===== src/hdl/esl_pkg.sv =====
// ----------------------------------------------------------------------------
// esl_pkg
// Types, register map and microcode store for the ESC throttle slew limiter.
// ----------------------------------------------------------------------------
package esl_pkg;

  localparam int unsigned PULSE_W    = 12;
  localparam int unsigned THR_W      = 16;
  localparam int unsigned AGE_W      = 16;
  localparam int unsigned MAP_W      = THR_W + 1;
  localparam int unsigned STEP_W     = 2 * THR_W;
  localparam int unsigned PADDR_W    = 5;
  localparam int unsigned PDATA_W    = 32;
  localparam int unsigned PC_W       = 3;

  // Reverse mode remaps throttle into 0.555 .. 1.0 (Q1.16).
  localparam logic [THR_W-1:0] REV_BASE  = 16'd36372;
  localparam logic [THR_W-2:0] REV_SPAN  = 15'd29164;
  localparam logic [THR_W-1:0] REV_ROUND = 16'd32768;

  localparam logic [PULSE_W-1:0] PULSE_MIN_RST  = 12'd1000;
  localparam logic [PULSE_W-1:0] PULSE_MAX_RST  = 12'd2000;
  localparam logic [THR_W-1:0]   SLEW_RST       = 16'd65535;
  localparam logic [AGE_W-1:0]   TIMEOUT_RST    = 16'd500;
  localparam logic [AGE_W-1:0]   HOLD_RST       = 16'd3000;

  typedef enum logic [2:0] {
    REG_PULSE_MIN  = 3'd0,
    REG_PULSE_MAX  = 3'd1,
    REG_SLEW       = 3'd2,
    REG_TIMEOUT    = 3'd3,
    REG_HOLD       = 3'd4,
    REG_REVERSE    = 3'd5,
    REG_PWR_SENSE  = 3'd6,
    REG_UNUSED     = 3'd7
  } reg_idx_t;

  typedef logic [PC_W-1:0] pc_t;

  typedef enum logic [2:0] {
    OP_NOP,
    OP_AGE,
    OP_SLEW,
    OP_REMAP,
    OP_PULSE,
    OP_HOLD,
    OP_REQUEST
  } op_t;

  typedef struct packed {
    op_t  op;
    logic jump_on_hold;
    pc_t  jump_pc;
    logic last;
  } uword_t;

  localparam pc_t PC_TICK    = 3'd0;
  localparam pc_t PC_HOLD    = 3'd4;
  localparam pc_t PC_REQUEST = 3'd5;

  // Tick program: age update (branch to hold), slew, remap, pulse.
  function automatic uword_t ucode(input pc_t pc);
    uword_t w;
    w = '{op: OP_NOP, jump_on_hold: 1'b0, jump_pc: PC_TICK, last: 1'b1};
    unique case (pc)
      3'd0: w = '{op: OP_AGE,     jump_on_hold: 1'b1, jump_pc: PC_HOLD, last: 1'b0};
      3'd1: w = '{op: OP_SLEW,    jump_on_hold: 1'b0, jump_pc: PC_TICK, last: 1'b0};
      3'd2: w = '{op: OP_REMAP,   jump_on_hold: 1'b0, jump_pc: PC_TICK, last: 1'b0};
      3'd3: w = '{op: OP_PULSE,   jump_on_hold: 1'b0, jump_pc: PC_TICK, last: 1'b1};
      3'd4: w = '{op: OP_HOLD,    jump_on_hold: 1'b0, jump_pc: PC_TICK, last: 1'b1};
      3'd5: w = '{op: OP_REQUEST, jump_on_hold: 1'b0, jump_pc: PC_TICK, last: 1'b1};
      default: w = '{op: OP_NOP,  jump_on_hold: 1'b0, jump_pc: PC_TICK, last: 1'b1};
    endcase
    return w;
  endfunction

endpackage


===== src/hdl/esc_throttle_slew_limiter.sv =====
// ----------------------------------------------------------------------------
// esc_throttle_slew_limiter
// ESC pulse width generator with start-up hold, command timeout and a
// slew-limited throttle, run by a small microcoded sequencer.
// ----------------------------------------------------------------------------
//  Channel  Direction  Handshake              Payload
//  in       sink       in_valid / in_stall    action, elapsed_ms, power_present,
//                                             request_throttle
//  out      source     out_valid / out_stall  pulse_us, in_startup, timed_out
//  cfg      APB slave  psel/penable/pready    paddr, pwrite, pwdata, prdata
//
//  A request runs the request step, a tick in start-up hold the age and hold
//  steps and any other tick the age, slew, remap and pulse steps, one step at
//  a time after the item is accepted; the last step waits while the output stalls.
//  Reset is synchronous; it restores the register defaults, idles the
//  sequencer and empties the output register.
//  The next item is taken while a result still waits; a stalled output only
//  freezes the sequencer on its last step.
// ----------------------------------------------------------------------------
module esc_throttle_slew_limiter (
  input  logic                                clk,
  input  logic                                rst,
  input  logic                                in_valid,
  output logic                                in_stall,
  input  logic                                action,
  input  logic [esl_pkg::AGE_W-1:0]           elapsed_ms,
  input  logic                                power_present,
  input  logic [esl_pkg::THR_W-1:0]           request_throttle,
  output logic                                out_valid,
  input  logic                                out_stall,
  output logic [esl_pkg::PULSE_W-1:0]         pulse_us,
  output logic                                in_startup,
  output logic                                timed_out,
  input  logic                                psel,
  input  logic                                penable,
  input  logic                                pwrite,
  input  logic [esl_pkg::PADDR_W-1:0]         paddr,
  input  logic [esl_pkg::PDATA_W-1:0]         pwdata,
  output logic [esl_pkg::PDATA_W-1:0]         prdata,
  output logic                                pready
);

  localparam int unsigned PULSE_W = esl_pkg::PULSE_W;
  localparam int unsigned THR_W   = esl_pkg::THR_W;
  localparam int unsigned AGE_W   = esl_pkg::AGE_W;
  localparam int unsigned MAP_W   = esl_pkg::MAP_W;
  localparam int unsigned STEP_W  = esl_pkg::STEP_W;
  localparam int unsigned PDATA_W = esl_pkg::PDATA_W;
  localparam int unsigned PROD_W  = MAP_W + PULSE_W;

  // Configuration registers.
  logic [PULSE_W-1:0] pulse_min;
  logic [PULSE_W-1:0] pulse_max;
  logic [THR_W-1:0]   slew;
  logic [AGE_W-1:0]   timeout;
  logic [AGE_W-1:0]   hold;
  logic               reverse;
  logic               pwr_sense;

  esl_pkg::reg_idx_t  reg_idx;
  logic               cfg_write;

  assign pready    = 1'b1;
  assign reg_idx   = esl_pkg::reg_idx_t'(paddr[4:2]);
  assign cfg_write = psel && penable && pwrite && pready;

  always_ff @(posedge clk) begin
    if (rst) begin
      pulse_min <= esl_pkg::PULSE_MIN_RST;
      pulse_max <= esl_pkg::PULSE_MAX_RST;
      slew      <= esl_pkg::SLEW_RST;
      timeout   <= esl_pkg::TIMEOUT_RST;
      hold      <= esl_pkg::HOLD_RST;
      reverse   <= 1'b0;
      pwr_sense <= 1'b0;
    end else if (cfg_write) begin
      unique case (reg_idx)
        esl_pkg::REG_PULSE_MIN: pulse_min <= pwdata[PULSE_W-1:0];
        esl_pkg::REG_PULSE_MAX: pulse_max <= pwdata[PULSE_W-1:0];
        esl_pkg::REG_SLEW:      slew      <= pwdata[THR_W-1:0];
        esl_pkg::REG_TIMEOUT:   timeout   <= pwdata[AGE_W-1:0];
        esl_pkg::REG_HOLD:      hold      <= pwdata[AGE_W-1:0];
        esl_pkg::REG_REVERSE:   reverse   <= pwdata[0];
        esl_pkg::REG_PWR_SENSE: pwr_sense <= pwdata[0];
        esl_pkg::REG_UNUSED:    ;
      endcase
    end
  end

  always_comb begin
    prdata = '0;
    unique case (reg_idx)
      esl_pkg::REG_PULSE_MIN: prdata = PDATA_W'(pulse_min);
      esl_pkg::REG_PULSE_MAX: prdata = PDATA_W'(pulse_max);
      esl_pkg::REG_SLEW:      prdata = PDATA_W'(slew);
      esl_pkg::REG_TIMEOUT:   prdata = PDATA_W'(timeout);
      esl_pkg::REG_HOLD:      prdata = PDATA_W'(hold);
      esl_pkg::REG_REVERSE:   prdata = PDATA_W'(reverse);
      esl_pkg::REG_PWR_SENSE: prdata = PDATA_W'(pwr_sense);
      esl_pkg::REG_UNUSED:    prdata = '0;
    endcase
  end

  // Sequencer.
  logic               running;
  esl_pkg::pc_t       pc;
  esl_pkg::uword_t    uw;
  logic               exec;
  logic               accept;

  // Latched item.
  logic               action_q;
  logic [AGE_W-1:0]   elapsed_q;
  logic               power_q;
  logic [THR_W-1:0]   request_q;

  // Block state.
  logic [THR_W-1:0]   current_throttle;
  logic [THR_W-1:0]   target_throttle;
  logic [AGE_W-1:0]   power_on_age;
  logic [AGE_W-1:0]   command_age;
  logic [PULSE_W-1:0] last_pulse;
  logic               last_startup;

  // Work registers.
  logic [STEP_W-1:0]  step_q;
  logic [MAP_W-1:0]   map_q;
  logic               to_flag;
  logic               out_timed_out;

  assign uw       = esl_pkg::ucode(pc);
  assign accept   = in_valid && !in_stall;
  assign in_stall = running;
  // The last step writes the result, so it waits for a free output register.
  assign exec     = running && !(uw.last && out_valid && out_stall);

  // Age update datapath.
  logic [AGE_W:0]     poa_sum;
  logic [AGE_W:0]     ca_sum;
  logic [AGE_W-1:0]   poa_next;
  logic [AGE_W-1:0]   ca_next;
  logic               hold_next;
  logic               timeout_next;

  always_comb begin
    poa_sum  = {1'b0, power_on_age} + {1'b0, elapsed_q};
    ca_sum   = {1'b0, command_age} + {1'b0, elapsed_q};
    poa_next = poa_sum[AGE_W] ? {AGE_W{1'b1}} : poa_sum[AGE_W-1:0];
    ca_next  = ca_sum[AGE_W] ? {AGE_W{1'b1}} : ca_sum[AGE_W-1:0];
    if (pwr_sense && !power_q) begin
      poa_next = '0;
    end
    hold_next    = poa_next < hold;
    timeout_next = ca_next > timeout;
  end

  // Slew datapath.
  logic               rising;
  logic [THR_W-1:0]   diff;
  logic [THR_W-1:0]   move;

  always_comb begin
    rising = target_throttle > current_throttle;
    diff   = rising ? target_throttle - current_throttle
                    : current_throttle - target_throttle;
    move   = ({{(STEP_W-THR_W){1'b0}}, diff} > step_q) ? step_q[THR_W-1:0] : diff;
  end

  // Reverse remap datapath.
  logic [STEP_W-1:0]  rev_prod;
  logic [MAP_W-1:0]   rev_map;

  always_comb begin
    rev_prod = STEP_W'(current_throttle) * STEP_W'(esl_pkg::REV_SPAN)
             + STEP_W'(esl_pkg::REV_ROUND);
    rev_map  = MAP_W'(esl_pkg::REV_BASE) + MAP_W'(rev_prod[STEP_W-1:THR_W]);
  end

  // Pulse mapping datapath; a reversed range still lands between the limits.
  logic               range_up;
  logic [PULSE_W-1:0] span;
  logic [PROD_W-1:0]  map_prod;
  logic [PULSE_W-1:0] offset;
  logic [PULSE_W-1:0] pulse_next;

  always_comb begin
    range_up   = pulse_max >= pulse_min;
    span       = range_up ? pulse_max - pulse_min : pulse_min - pulse_max;
    map_prod   = PROD_W'(map_q) * PROD_W'(span);
    offset     = map_prod[THR_W +: PULSE_W];
    pulse_next = range_up ? pulse_min + offset : pulse_min - offset;
  end

  always_ff @(posedge clk) begin
    if (rst) begin
      running <= 1'b0;
      pc      <= esl_pkg::PC_TICK;
    end else if (accept) begin
      running <= 1'b1;
      pc      <= action ? esl_pkg::PC_REQUEST : esl_pkg::PC_TICK;
    end else if (exec) begin
      if (uw.last) begin
        running <= 1'b0;
      end else if (uw.jump_on_hold && hold_next) begin
        pc <= uw.jump_pc;
      end else begin
        pc <= pc + 1'b1;
      end
    end
  end

  always_ff @(posedge clk) begin
    if (accept) begin
      action_q  <= action;
      elapsed_q <= elapsed_ms;
      power_q   <= power_present;
      request_q <= request_throttle;
    end
  end

  always_ff @(posedge clk) begin
    if (rst) begin
      current_throttle <= '0;
      target_throttle  <= '0;
      power_on_age     <= '0;
      command_age      <= '0;
      last_pulse       <= '0;
      last_startup     <= 1'b1;
      to_flag          <= 1'b0;
    end else if (accept) begin
      to_flag <= 1'b0;
    end else if (exec) begin
      unique case (uw.op)
        esl_pkg::OP_AGE: begin
          power_on_age <= poa_next;
          command_age  <= ca_next;
          if (timeout_next) begin
            current_throttle <= '0;
            target_throttle  <= '0;
            to_flag          <= 1'b1;
          end
        end
        esl_pkg::OP_SLEW: begin
          current_throttle <= rising ? current_throttle + move
                                     : current_throttle - move;
        end
        esl_pkg::OP_PULSE: begin
          last_pulse   <= pulse_next;
          last_startup <= 1'b0;
        end
        esl_pkg::OP_HOLD: begin
          last_pulse   <= pulse_min;
          last_startup <= 1'b1;
        end
        esl_pkg::OP_REQUEST: begin
          target_throttle <= request_q;
          command_age     <= '0;
        end
        esl_pkg::OP_REMAP, esl_pkg::OP_NOP: ;
        default: ;
      endcase
    end
  end

  always_ff @(posedge clk) begin
    if (exec && uw.op == esl_pkg::OP_AGE) begin
      step_q <= STEP_W'(elapsed_q) * STEP_W'(slew);
    end
    if (exec && uw.op == esl_pkg::OP_REMAP) begin
      map_q <= reverse ? rev_map : MAP_W'(current_throttle);
    end
  end

  // Output register.
  always_ff @(posedge clk) begin
    if (rst) begin
      out_valid     <= 1'b0;
      out_timed_out <= 1'b0;
    end else if (exec && uw.last) begin
      out_valid     <= 1'b1;
      out_timed_out <= to_flag && !action_q;
    end else if (!out_stall) begin
      out_valid <= 1'b0;
    end
  end

  assign pulse_us   = last_pulse;
  assign in_startup = last_startup;
  assign timed_out  = out_timed_out;

  // An accepted transfer always starts the sequencer.
  a_accept_runs : assert property (@(posedge clk) disable iff (rst)
    accept |=> running)
    else $error("sequencer did not start after an input transfer");

  // Finishing the program always presents a result.
  a_last_emits : assert property (@(posedge clk) disable iff (rst)
    exec && uw.last |=> out_valid && !running)
    else $error("last microcode step did not load the output register");

  // The result flags agree with what the sequencer did.
  a_timeout_tick : assert property (@(posedge clk) disable iff (rst)
    exec && uw.last && uw.op == esl_pkg::OP_REQUEST |=> !timed_out)
    else $error("request result reports a command timeout");

  // Hold results carry the minimum pulse.
  a_hold_pulse : assert property (@(posedge clk) disable iff (rst)
    exec && uw.op == esl_pkg::OP_HOLD |=> in_startup && pulse_us == $past(pulse_min))
    else $error("start-up hold result is not the minimum pulse");

endmodule

===== config.mk =====
export PLATFORM = sky130hd
export DESIGN_NAME = esc_throttle_slew_limiter
export DESIGN_NICKNAME = d
export VERILOG_FILES = /design/src/hdl/esl_pkg.sv /design/src/hdl/esc_throttle_slew_limiter.sv
export SDC_FILE = /design/constraint.sdc
export NUM_CORES = 2
export LEC_CHECK = 0
export ABC_AREA = 1
export BUFFER_PORTS_ARGS = -buffer_cell sky130_fd_sc_hd__buf_4
export CAP_MARGIN = 20
export CORE_ASPECT_RATIO = 0.9
export CORE_UTILIZATION = 55
export CTS_CLUSTER_DIAMETER = 60
export DETAILED_ROUTE_END_ITERATION = 6
export HOLD_SLACK_MARGIN = 0.02
export PLACE_DENSITY = 0.81
export SLEW_MARGIN = 40
export SYNTH_ARGS = -nofsm -noshare
export SYNTH_HDL_FRONTEND = slang
export SYNTH_SLANG_ARGS = --single-unit
export TNS_END_PERCENT = 5

===== constraint.sdc =====
create_clock -name clk -period 11.4 [get_ports clk]
set_input_delay 2.85 -clock clk [delete_from_list [all_inputs] [get_ports clk]]
set_output_delay 2.85 -clock clk [all_outputs]
set_load 0.02 [all_outputs]

==> metrics.md <==
| Metric | Value |
|---|---|
| Crit share post-route | `0.908` |
| Antenna fix cells | `0` |
| Top reg by flops | `step_q` |
| # DRC | `0` |
| Number of setup buffers added after CTS | `0` |
| Final Non-Filler Cells | `5642` |
| CP endpoint kind | `flip-flop` |
| WP buf/inv | `9` |
| Vias per cell | `5.54` |
| Clock latency on the worst-skew pair | `0.57 ns` |
| Global route total overflow | `0` |
| Vias in the first global route | `31100` |
| Global-route wire length before repair | `158000 um` |
| Sink Count | `241` |
| Clk slew on worst S/H paths | `0.06 ns` |
| Crit path top cell by count | `nand2_1` |
| CTS buffer count | `36` |
| Worst EP arrival | `10.80 ns` |
| Worst path required time | `11.85 ns` |
| Top_reg_cell synth | `dfxtp_1` |
| Worst Setup Start Kind | `flip-flop` |
| CP Max Fanout | `17` |
| # setup viols final | `0` |
| Layout cell share with drive strength beyond 1 | `0.0694` |
| Area of the core | `64600 um2` |
| Post-synthesis adder-cell area fraction | `0.382` |
| TritonCTS clock tree | `built` |
| Drt pass-1 iters | `6` |
| # fillers | `5592` |
| Chip width | `273 um` |
| Number of flip-flops in the largest register | `32` |
| Layout net count | `5690` |
| Post-Synth XOR/XNOR Area | `0.0378` |
| Largest net degree at the start of global routing | `87` |
| Post-Syn Area | `36200 um2` |
| Final Util | `0.604` |
| Largest family of logic cells by synthesized area | `adder cells` |
| Gr usage total | `0.294` |
| Avg WL per Cell | `17.2 um` |
| Unrepaired setup endpoints after global routing | `no` |
| Crit-path leading delay family | `adder cells` |
| Via count | `31200` |
| Tmin final | `10.35 ns` |
| Post-synthesis cell type count | `72` |
| Maximum clock insertion buffer count | `3` |
| Biggest regs | `step_q (32), map_q (17)` |
| Post_cts resized | `0` |
| Post-synthesis compound-gate area fraction | `0.114` |
| FFs w/ async S/R, synth | `0` |
| I/O pin count | `127` |
| Area grow syn2layout | `7.70%` |
| Hold wc startpoint | `command_age[5]` |
| Setup Skew | `0.0193 ns` |
| Relative slew margins | `0.376` |
| Initial antenna violation count | `1` |
| CP peak stage delay | `0.57 ns` |
| CP Launch Point | `pulse_min[0]` |
| Routability-driven placement congestion ratio | `0.944` |
| Simple-gate share of the synthesized area | `0.181` |
| Initial core utilization | `0.561` |
| Post-synthesis mux area share | `0.000276` |
| EDFF count, synth | `83` |
| Warnings, synthesis | `0` |
| R2R Path Start | `pulse_min[0]` |
| Setup CP Type | `flip-flop to flip-flop` |
| Antenna Nets Post-Route | `0` |
| R2r setup slk | `1.05 ns` |
| CTS root buf | `clkbuf_16` |
| Slew @ Worst Pin | `0.935 ns` |
| DP Cell Count | `5574` |
| Hold WC Path Type | `flip-flop to flip-flop` |
| Site Rows | `88` |
| Total wire length | `97300 um` |
| Final hold violations | `0` |
| Post-synthesis sequential area ratio | `0.156` |
| Outcome | `finished, final reports clean` |
| Yosys reg bits | `241` |
| Hold Buf Count CTS | `0` |
| Max Fclk | `96.6 MHz` |
| Die H | `246 um` |
| Clock H-tree levels | `2` |
| PortBufs | `91` |
| Slowest cell on crit path | `fa_1` |
| Syn Inst Count | `4746` |
| Hpwl dp | `76900 um` |
| Max Cap Viol | `0` |
| Syn_area_per_cell | `7.64 um2` |
| DRC marker count from the first detailed-route iteration | `2534` |
| Slew Limit Fails | `0` |
| Total negative slack | `0 ns` |
| Die area | `66900 um2` |
==> stage by stage <==
step                      hold slack (ns)  cell area (um2)  worst slack (ns)
final                               0.468            39000              1.05
after global routing                0.491            39000             0.269
after CTS                           0.472            39000              1.22
after detailed placement            0.457            37700              1.27
after global placement              0.450            37600              1.37
after floorplan                     0.445            36300              2.65
==> cell type report <==
type	count	area, um2	share of cell area
tap	855	1070	0.0274
multi-input combinational	3308	26000	0.667
clock inverter	25	335	0.00859
timing repair buffer	130	1020	0.0262
sequential	241	5660	0.145
inverter	1042	3920	0.100
clock buffer	41	1000	0.0257
==> kinds of logic after synthesis <==
kind of cell | count (synthesis)
xor+xnor | 146
mux | 1
other cells | 2
buf+inv | 1212
flops | 241
simple gates | 1571
fa+ha+maj | 853
compound gates | 720
==> cells in the final DEF, fill, tap and decap left out, types with 20 or more instances in the layout <==
master     count
nand3_1      131
buf_4        119
dfxtp_1      152
xnor2_1       42
clkbuf_16     40
a21oi_1      324
o21ai_0      185
inv_1       1015
nor3_1        25
nand2_1     1057
nand2_2       28
a211oi_1      26
o211ai_1      20
o21ai_1       34
nor2_1       224
edfxtp_1      83
fa_1         425
nand4_1       28
ha_1         428
xor2_1        95
==> cell usage after synthesis (11+ instances only) <==
library cell	number	share of area
buf_4	21	0.0043
a31oi_1	11	0.0019
nand3_1	131	0.018
nand2_1	1057	0.11
nand4_1	28	0.0048
xor2_1	95	0.023
o21bai_1	14	0.0029
nor2_1	228	0.024
fa_1	425	0.23
o21ai_1	34	0.0047
a221oi_1	12	0.0029
a21oi_1	324	0.045
nand2_2	28	0.0048
o211ai_1	20	0.0041
xnor2_1	42	0.010
o22ai_1	14	0.0024
o21ai_0	185	0.026
edfxtp_1	83	0.069
nor3_1	26	0.0036
inv_2	16	0.0017
clkbuf_1	132	0.014
inv_1	1015	0.11
dfxtp_1	158	0.087
nor2_2	14	0.0024
a211oi_1	26	0.0054
ha_1	428	0.15
==> worst register-to-register path: cells and delay by family, from the launching register on <==
family                   cells  cell delay, ns
AND/OR/NAND/NOR             24            2.86
flip-flops                   1            0.51
AO/OA/AOI/OAI                4            0.84
buffers and inverters        9            1.34
adder cells (fa/ha/maj)     10            4.06
XOR/XNOR                     2            0.63
==> final timing paths <==
check                   end  depth (start not counted)
max            pulse_us[11]                         49
max reg2reg    pulse_us[11]                         49
min reg2reg  command_age[5]                          2
min          command_age[5]                          2
==> metal layers <==
metal | global-route usage | vias up | routed length [um] | part of all wire
met4 | 0.0957 | 2 | 3110 | 0.032
met5 | 0 | - | 13 | 0.00013
li1 | - | 14800 | - | -
met2 | 0.496 | 1299 | 45100 | 0.46
met1 | 0.388 | 14900 | 40600 | 0.42
met3 | 0.0436 | 214 | 8390 | 0.086
Power is left out: the tool's default activity adds up to more than one toggle a clock period on the data nets, which glitch-free logic cannot reach.
